$ cat config.mk
export PLATFORM = sky130hd
export DESIGN_NAME = ragged_list_broadcast_index_gen
export DESIGN_NICKNAME = d
export VERILOG_FILES = /design/src/hw/rtl/rlbig_pkg.sv /design/src/hw/rtl/rlbig_sub_unit.sv /design/src/hw/rtl/ragged_list_broadcast_index_gen.sv
export SDC_FILE = /design/constraint.sdc
export NUM_CORES = 1
export LEC_CHECK = 0
export ABC_CLOCK_PERIOD_IN_PS = 6150
export BUFFER_PORTS_ARGS = -buffer_cell sky130_fd_sc_hd__buf_4
export CAP_MARGIN = 15
export CORE_MARGIN = 10
export CORE_UTILIZATION = 25
export CTS_BUF_LIST = sky130_fd_sc_hd__clkbuf_2
export CTS_CLUSTER_DIAMETER = 40
export DETAILED_ROUTE_END_ITERATION = 8
export GPL_TIMING_DRIVEN = 0
export SLEW_MARGIN = 10
export SYNTH_ARGS = -nofsm -noshare
export SYNTH_HDL_FRONTEND = slang
export SYNTH_SLANG_ARGS = --single-unit
$ cat constraint.sdc
create_clock -name clk -period 6.15 [get_ports clk]
set_input_delay 1.23 -clock clk [delete_from_list [all_inputs] [get_ports clk]]
set_output_delay 1.23 -clock clk [all_outputs]
set_load 0.02 [all_outputs]
$ cat src/hw/rtl/rlbig_pkg.sv
// Shared types and constants for the ragged list broadcast index generator.
// Holds the item structs, the check result codes and the subtract unit types.
// No dependencies.
package rlbig_pkg;

	localparam int DATA_W            = 32;
	localparam int MAX_LIST_LEN_DEF  = 64;
	localparam int INDEX_BITS_DEF    = 32;

	// Check result codes carried with each result item.
	typedef enum logic [2:0] {
		ERR_NONE = 3'd0,
		ERR_STOP = 3'd1,
		ERR_DECR = 3'd2,
		ERR_LEN  = 3'd3,
		ERR_LONG = 3'd4,
		ERR_HALT = 3'd5
	} err_code_t;

	// Operand selection for the shared subtract unit.
	typedef enum logic [1:0] {
		OP_LEN  = 2'd0,
		OP_OFF  = 2'd1,
		OP_CLEN = 2'd2
	} sub_op_t;

	// Registered subtract result: borrow set when the minuend is the smaller.
	typedef struct packed {
		logic              borrow;
		logic [DATA_W-1:0] diff;
	} sub_res_t;

	typedef struct packed {
		logic              first_list;
		logic [DATA_W-1:0] list_start;
		logic [DATA_W-1:0] list_stop;
		logic [DATA_W-1:0] offset_begin;
		logic [DATA_W-1:0] offset_end;
	} in_item_t;

	typedef struct packed {
		logic [DATA_W-1:0] carry_index;
		logic [DATA_W-1:0] out_position;
		logic              element_valid;
		logic              last;
		err_code_t         error_code;
		logic [DATA_W-1:0] error_list;
	} out_item_t;

endpackage

$ cat src/hw/rtl/rlbig_sub_unit.sv
// Shared 32-bit subtract unit with operand selection and a result register.
// Used in turn for the list length, the offset difference and the content bound.
// Depends on rlbig_pkg.
module rlbig_sub_unit (
	input  logic                    clk,
	input  rlbig_pkg::sub_op_t      op,
	input  rlbig_pkg::in_item_t     item,
	input  logic [rlbig_pkg::DATA_W-1:0] content_length,
	output rlbig_pkg::sub_res_t     res
);

	logic [rlbig_pkg::DATA_W-1:0] opa;
	logic [rlbig_pkg::DATA_W-1:0] opb;
	logic [rlbig_pkg::DATA_W:0]   wide;

	// Operand selection for the three checks.
	always_comb begin
		unique case (op)
			rlbig_pkg::OP_LEN: begin
				opa = item.list_stop;
				opb = item.list_start;
			end
			rlbig_pkg::OP_OFF: begin
				opa = item.offset_end;
				opb = item.offset_begin;
			end
			rlbig_pkg::OP_CLEN: begin
				opa = content_length;
				opb = item.list_stop;
			end
			default: begin
				opa = '0;
				opb = '0;
			end
		endcase
	end

	// One extra bit catches the borrow.
	assign wide = {1'b0, opa} - {1'b0, opb};

	// Result register.
	always_ff @(posedge clk) begin
		res.borrow <= wide[rlbig_pkg::DATA_W];
		res.diff   <= wide[rlbig_pkg::DATA_W-1:0];
	end

endmodule

$ cat src/hw/rtl/ragged_list_broadcast_index_gen.sv
// Top level of the ragged list broadcast index generator.
// Sequencer, state counters and output register; uses rlbig_sub_unit and rlbig_pkg.
//
// Usage: each input item on in_data describes one list (start, stop and the
// target offset pair). The item is accepted when in_valid is high and in_stall
// is low. The block checks the list with three subtractions on one shared
// subtractor, then emits one result item per element on out_data (valid/stall),
// each with its content index, running output position and a last flag.
// An empty list, an error or a halted block gives a single marker item.
// The first result is registered in the marker or element state, after the length,
// offset, content bound and check states. The emit phase is set by the single output
// register, one element per cycle while the receiver does not stall. in_stall is high
// from acceptance until the last result is loaded. When the receiver stalls, the
// output register holds its item and the sequencer waits. The user must write
// content_length by cfg_we with cfg_data only while idle; the block itself does not
// enforce it. Reset clears the output count, list number, failed list, halt flag,
// content_length and the output valid flag; no clearing pass is needed.
module ragged_list_broadcast_index_gen #(
	parameter int MAX_LIST_LEN = rlbig_pkg::MAX_LIST_LEN_DEF,
	parameter int INDEX_BITS   = rlbig_pkg::INDEX_BITS_DEF
) (
	input  logic                          clk,
	input  logic                          arst_n,
	input  logic                          cfg_we,
	input  logic [rlbig_pkg::DATA_W-1:0]  cfg_data,
	input  logic                          in_valid,
	output logic                          in_stall,
	input  rlbig_pkg::in_item_t           in_data,
	output logic                          out_valid,
	input  logic                          out_stall,
	output rlbig_pkg::out_item_t          out_data
);

	localparam int DW     = rlbig_pkg::DATA_W;
	localparam int CNT_W  = $clog2(MAX_LIST_LEN + 1);
	localparam int MASK_W = (INDEX_BITS < DW) ? INDEX_BITS : DW;
	localparam logic [DW-1:0] IDX_MASK = {DW{1'b1}} >> (DW - MASK_W);

	typedef enum logic [6:0] {
		ST_IDLE  = 7'b0000001,
		ST_LEN   = 7'b0000010,
		ST_OFF   = 7'b0000100,
		ST_CLEN  = 7'b0001000,
		ST_CHECK = 7'b0010000,
		ST_MARK  = 7'b0100000,
		ST_EMIT  = 7'b1000000
	} state_t;

	state_t                 state_q;
	logic                   out_valid_q;
	rlbig_pkg::out_item_t   out_q;
	logic [DW-1:0]          content_length_q;
	logic [DW-1:0]          output_count_q;
	logic [DW-1:0]          list_number_q;
	logic                   halted_q;
	logic [DW-1:0]          failed_list_q;

	rlbig_pkg::in_item_t    item_q;
	rlbig_pkg::sub_res_t    len_q;
	rlbig_pkg::sub_res_t    off_q;
	rlbig_pkg::err_code_t   code_q;
	logic [DW-1:0]          idx_q;
	logic [DW-1:0]          pos_q;
	logic [CNT_W-1:0]       rem_q;

	rlbig_pkg::sub_op_t     op;
	rlbig_pkg::sub_res_t    res;
	rlbig_pkg::err_code_t   code_c;
	logic                   slot_free;
	logic                   accept;
	logic                   emit_last;

	// Shared subtractor.
	rlbig_sub_unit u_sub (
		.clk            (clk),
		.op             (op),
		.item           (item_q),
		.content_length (content_length_q),
		.res            (res)
	);

	always_comb begin
		unique case (state_q)
			ST_LEN:  op = rlbig_pkg::OP_LEN;
			ST_OFF:  op = rlbig_pkg::OP_OFF;
			default: op = rlbig_pkg::OP_CLEN;
		endcase
	end

	// Check decision, in priority order; res holds content_length - stop here.
	always_comb begin
		if (halted_q) begin
			code_c = rlbig_pkg::ERR_HALT;
		end else if ((len_q.diff != '0) && res.borrow) begin
			code_c = rlbig_pkg::ERR_STOP;
		end else if (off_q.borrow) begin
			code_c = rlbig_pkg::ERR_DECR;
		end else if (len_q.borrow || (len_q.diff != off_q.diff)) begin
			code_c = rlbig_pkg::ERR_LEN;
		end else if (len_q.diff > DW'(MAX_LIST_LEN)) begin
			code_c = rlbig_pkg::ERR_LONG;
		end else begin
			code_c = rlbig_pkg::ERR_NONE;
		end
	end

	assign accept    = (state_q == ST_IDLE) && in_valid;
	assign slot_free = !out_valid_q || !out_stall;
	assign emit_last = (rem_q == CNT_W'(1));
	assign in_stall  = (state_q != ST_IDLE);
	assign out_valid = out_valid_q;
	assign out_data  = out_q;

	// Control state: sequencer, counters, halt flag and output valid.
	always_ff @(posedge clk or negedge arst_n) begin
		if (!arst_n) begin
			state_q          <= ST_IDLE;
			out_valid_q      <= 1'b0;
			content_length_q <= '0;
			output_count_q   <= '0;
			list_number_q    <= '0;
			halted_q         <= 1'b0;
			failed_list_q    <= '0;
		end else begin
			if (cfg_we) begin
				content_length_q <= cfg_data;
			end
			if (out_valid_q && !out_stall) begin
				out_valid_q <= 1'b0;
			end
			unique case (state_q)
				ST_IDLE: begin
					if (in_valid) begin
						if (in_data.first_list) begin
							output_count_q <= '0;
							list_number_q  <= '0;
							halted_q       <= 1'b0;
							failed_list_q  <= '0;
						end
						state_q <= ST_LEN;
					end
				end
				ST_LEN:  state_q <= ST_OFF;
				ST_OFF:  state_q <= ST_CLEN;
				ST_CLEN: state_q <= ST_CHECK;
				ST_CHECK: begin
					if ((code_c != rlbig_pkg::ERR_NONE) || (len_q.diff == '0)) begin
						state_q <= ST_MARK;
					end else begin
						state_q <= ST_EMIT;
					end
				end
				ST_MARK: begin
					if (slot_free) begin
						out_valid_q <= 1'b1;
						if (code_q == rlbig_pkg::ERR_NONE) begin
							list_number_q <= list_number_q + 1'b1;
						end else if (code_q != rlbig_pkg::ERR_HALT) begin
							halted_q      <= 1'b1;
							failed_list_q <= list_number_q;
						end
						state_q <= ST_IDLE;
					end
				end
				ST_EMIT: begin
					if (slot_free) begin
						out_valid_q <= 1'b1;
						if (emit_last) begin
							output_count_q <= pos_q + 1'b1;
							list_number_q  <= list_number_q + 1'b1;
							state_q        <= ST_IDLE;
						end
					end
				end
				default: state_q <= ST_IDLE;
			endcase
		end
	end

	// Payload registers: item copy, check results, element walk, result item.
	always_ff @(posedge clk) begin
		if (accept) begin
			item_q <= in_data;
		end
		if (state_q == ST_OFF) begin
			len_q <= res;
		end
		if (state_q == ST_CLEN) begin
			off_q <= res;
		end
		if (state_q == ST_CHECK) begin
			code_q <= code_c;
			idx_q  <= item_q.list_start;
			pos_q  <= output_count_q;
			rem_q  <= len_q.diff[CNT_W-1:0];
		end
		if ((state_q == ST_MARK) && slot_free) begin
			out_q.carry_index   <= '0;
			out_q.out_position  <= output_count_q;
			out_q.element_valid <= 1'b0;
			out_q.last          <= 1'b1;
			out_q.error_code    <= code_q;
			if (code_q == rlbig_pkg::ERR_HALT) begin
				out_q.error_list <= failed_list_q;
			end else if (code_q == rlbig_pkg::ERR_NONE) begin
				out_q.error_list <= '0;
			end else begin
				out_q.error_list <= list_number_q;
			end
		end
		if ((state_q == ST_EMIT) && slot_free) begin
			out_q.carry_index   <= idx_q & IDX_MASK;
			out_q.out_position  <= pos_q;
			out_q.element_valid <= 1'b1;
			out_q.last          <= emit_last;
			out_q.error_code    <= rlbig_pkg::ERR_NONE;
			out_q.error_list    <= '0;
			idx_q               <= idx_q + 1'b1;
			pos_q               <= pos_q + 1'b1;
			rem_q               <= rem_q - 1'b1;
		end
	end

`ifndef SYNTH
	// A result item appears only from the marker or element states.
	a_out_source: assert property (@(posedge clk) disable iff (!arst_n)
		$rose(out_valid_q) |-> ($past(state_q) == ST_MARK || $past(state_q) == ST_EMIT))
		else $error("result item loaded outside the marker and element states");

	// A marker item always closes its input item.
	a_marker_last: assert property (@(posedge clk) disable iff (!arst_n)
		(out_valid_q && !out_q.element_valid) |-> out_q.last)
		else $error("marker item without last flag");

	// An element never carries an error code.
	a_elem_ok: assert property (@(posedge clk) disable iff (!arst_n)
		(out_valid_q && out_q.element_valid) |-> (out_q.error_code == rlbig_pkg::ERR_NONE))
		else $error("element item carries an error code");

	// The halt flag is set only when an error marker is loaded.
	a_halt_src: assert property (@(posedge clk) disable iff (!arst_n)
		$rose(halted_q) |-> ($past(state_q) == ST_MARK))
		else $error("halt flag set outside the marker state");

	// The element walk never runs with no elements left.
	a_rem_live: assert property (@(posedge clk) disable iff (!arst_n)
		(state_q == ST_EMIT) |-> (rem_q != '0))
		else $error("element state with zero remaining count");
`endif

endmodule

==> flow_metrics.env <==
export IMPL_synth_nets=2162
export IMPL_route_vias_total=17600
export IMPL_drtAntennaViolNets=0
export IMPL_detail_route_drc_violations=0
export IMPL_synth_most_common_cell="edfxtp_1"
export IMPL_detail_route_iter0_violations=1197
export IMPL_crit_path_max_incr_delay_ns=0.61
export IMPL_fin_setup_tns_ns=0
export IMPL_worstPathRequired_ns=7.32
export IMPL_p_per_area_nw_per_um2=334
export IMPL_crit_path_top_delay_cell="nor4bb_4"
export IMPL_area_growth_synth_to_final_pct=29.7
export IMPL_tritoncts="built"
export IMPL_setup_ws_ns=0.354
export IMPL_root_buffer_cell="clkbuf_2"
export IMPL_grt_pass1_wl_microns=108000
export IMPL_unrepaired_setup_endpoints_after_global_routing="false"
export IMPL_synth_edf_count=333
export IMPL_pre_cts_ws_ns=0.287
export IMPL_seqCellArea_sq_um=14800
export IMPL_synth_top_area_share_pct=43.2
export IMPL_worstPathArrival_ns=6.97
export IMPL_finalHoldViolCount=0
export IMPL_cells_taking_the_most_area_after_synthesis="edfxtp_1 43%, dfrtp_1 15%, dfxtp_1 6.0%"
export IMPL_postSynth_topFlopCell="edfxtp_1"
export IMPL_total_leakage_power_nw=11.7
export IMPL_globalplace_congestion=0.859
export IMPL_path_max_fanout=10
export IMPL_cts_root_to_sink_buffers=3
export IMPL_post_layout_total_power_mw=10.0
export IMPL_clk_pin_slew_worst_paths_ns=0.10
export IMPL_post_drt_wl_per_cell_microns=18.2
export IMPL_critPathKind="flip-flop to flip-flop"
export IMPL_fp_coreArea_sq_um=91800
export IMPL_drt_total_wl_microns=71200
export IMPL_netlist_cell_type_count=68
export IMPL_cts_htree_levels=4
export IMPL_finish_cell_count_without_fillers=3907
export IMPL_start_kind="flip-flop"
export IMPL_slew_at_the_pin_with_the_worst_max_slew_slack_ns=0.961
export IMPL_worst_hold_slack_after_final_layout_ns=0.234
export IMPL_drive_gt1_share_pct=21.4
export IMPL_path_cells="nor4_4 -> nor4bb_4 -> clkbuf_1 -> buf_1 -> a22oi_1 -> nand2_1 -> ha_1 -> inv_1 -> fa_1 -> a211oi_1 -> nor4_1 -> o211ai_1 -> a21oi_1 -> o31ai_1 -> a31oi_1 -> a211o_1 -> a21oi_1"
export IMPL_combined_area_of_the_multi_input_logic_cells_sq_um=7890
export IMPL_syn_cell_area_sq_um=23100
export IMPL_cts_buffers=146
export IMPL_synth_ff_latch_count=539
export IMPL_fp_dieH_microns=324
export IMPL_ios=269
export IMPL_setup_violations_final=0
export IMPL_grt_overflow_total=0
export IMPL_final_setup_skew_ns=0.113
export IMPL_grt_antenna_before_repair=6
export IMPL_drt_pass1_iter_count=5
export IMPL_die_area_sq_um=105000
export IMPL_grtUsageTotal_pct=13.4
export IMPL_netlist_instances=1958
export IMPL_area_after_detailed_placement_sq_um=26900
export IMPL_end_kind="flip-flop"
export IMPL_filler_cell_count_in_the_final_layout=9204
export IMPL_dp_cells=3478
export IMPL_port_buffers=267
export IMPL_final_core_utilization_pct=32.7
export IMPL_vias_in_the_first_global_route=18000
export IMPL_syn_area_per_cell_sq_um=11.8
export IMPL_dieWidth_microns=324
export IMPL_timing_max_slew_rel_slack_pct=35.9
export IMPL_vias_per_cell=4.50
export IMPL_vdd_ir_drop_max_mv=0.230
export IMPL_initial_utilization_pct=25.2
export IMPL_critPathMostFrequentCell="a21oi_1"
export IMPL_outcome="finished, final reports clean"
export IMPL_min_period_ns=5.80
export IMPL_placement_rows=111
export IMPL_final_cell_area_sq_um=30000
export IMPL_share_of_synthesized_registers_carrying_an_async_set_or_reset_pct=25.4
export IMPL_max_cap_viol=0
export IMPL_top_cell_type_by_total_area_after_synthesis="edfxtp_1"
export IMPL_dp_hpwl_microns=51600
export IMPL_post_cts_setup_buffer_count=0
export IMPL_yosys_top_cells_count="333 x edfxtp_1, 301 x nand2_1, 173 x o21ai_0"
export IMPL_finalNetCount=2749
export IMPL_grt_max_degree=83
export IMPL_clk_latency_ns=1.31
export IMPL_timing_max_transition_violations_final=0
export IMPL_finalCritPeriodShare_pct=94.2
export IMPL_achievable_clock_frequency_mhz=173
export IMPL_synth_yosys_seq_area_share_pct=64.0
export IMPL_synth_warning_count=0
export IMPL_min_path_type="input port to flip-flop"
export IMPL_tritoncts_num_sinks=539
[where the power goes]
| group | switching, mW | internal, mW | leakage [nW] |
|---|---|---|---|
| clock | 1.56 | 1.17 | 1.06 |
| sequential | 0.282 | 4.41 | 5.49 |
| combinational | 1.55 | 1.04 | 5.14 |
| total | 3.39 | 6.62 | 11.7 |
[path summary, 6_finish.rpt]
path                                   startpoint                        endpoint  slack, ns  cells after the start
min in group asynchronous                  arst_n    list_number_q[7]$_DFFE_PN0P_       0.47                      2
max reg2reg                state_q[4]$_DFFE_PN0P_           u_sub.res[32]$_DFF_P_       0.35                     17
max                        state_q[4]$_DFFE_PN0P_           u_sub.res[32]$_DFF_P_       0.35                     17
min reg2reg                 u_sub.res[31]$_DFF_P_             off_q[31]$_DFFE_PP_       0.43                      0
max in group asynchronous                  arst_n  output_count_q[11]$_DFFE_PN0P_       4.75                      3
min                                     out_stall          state_q[5]$_DFFE_PN0P_       0.23                      2
[area by class of cell]
class	count	area share, %
Tap cell	1243	5.18
Buffer	96	1.26
Inverter	24	0.309
Antenna cell	5	0.0417
Multi-Input combinational cell	1299	26.3
Sequential cell	539	49.4
Clock inverter	46	1.18
Clock buffer	216	3.60
Timing Repair Buffer	439	12.8
[per-layer routing]
metal  vias up  routed length [microns]  share of wire (%)  GRT usage (%)
met5         -                       13              0.018              0
met2       644                    32400                 45           20.8
li1       8374                        -                  -              -
met3       103                     5540                7.8           3.85
met4         2                     1630                2.3           4.91
met1      8457                    31600                 44           17.6
[timing repair]
item                                    4_1_cts  5_1_grt
gates resized for setup                       0        1
endpoints found under the hold margin       216        0
hold buffers                                162        0
endpoints found under the setup margin        0        1
[placed cells by master, fill, tap and decap left out, drive strengths merged, types with 85 or more instances in the layout]
| cell | n |
|---|---|
| nor2 | 121 |
| clkbuf | 298 |
| nand2 | 301 |
| xor2 | 85 |
| edfxtp | 333 |
| buf | 291 |
| o21ai | 173 |
| a21oi | 109 |
| dlygate4sd3 | 162 |
| dfrtp | 136 |
[state kept, by name, summed over array words and instances, names as in the netlist, 7 cells and up]
name and flops:
content_length_q 32, failed_list_q 32, idx_q 32, item_q 128, len_q 33, list_number_q 32
off_q 33, out_data 101, output_count_q 32, pos_q 32, rem_q 7, state_q 7
u_sub.res 33
[worst max-delay path, delay by kind of cell, from the launching register on]
family,cells,cell delay [ns]
compound gates,8,2.29
buf+inv,3,1.01
fa+ha+maj,2,0.60
simple gates,4,1.29
flops,1,0.47
[cells by family (layout without fill, tap and decap cells)]
group | Yosys count | count (layout) | share of synthesized area, %
AO/OA/AOI/OAI | 454 | 454 | 12.1
XOR/XNOR | 141 | 141 | 5.34
adder cells (fa/ha/maj) | 38 | 38 | 2.09
buffers and inverters | 120 | 821 | 2.02
flip-flops | 539 | 539 | 64.0
multiplexers | 33 | 33 | 1.60
other | 0 | 5 | 0
AND/OR/NAND/NOR | 633 | 633 | 12.8
Power figures use the tool's default switching activity.
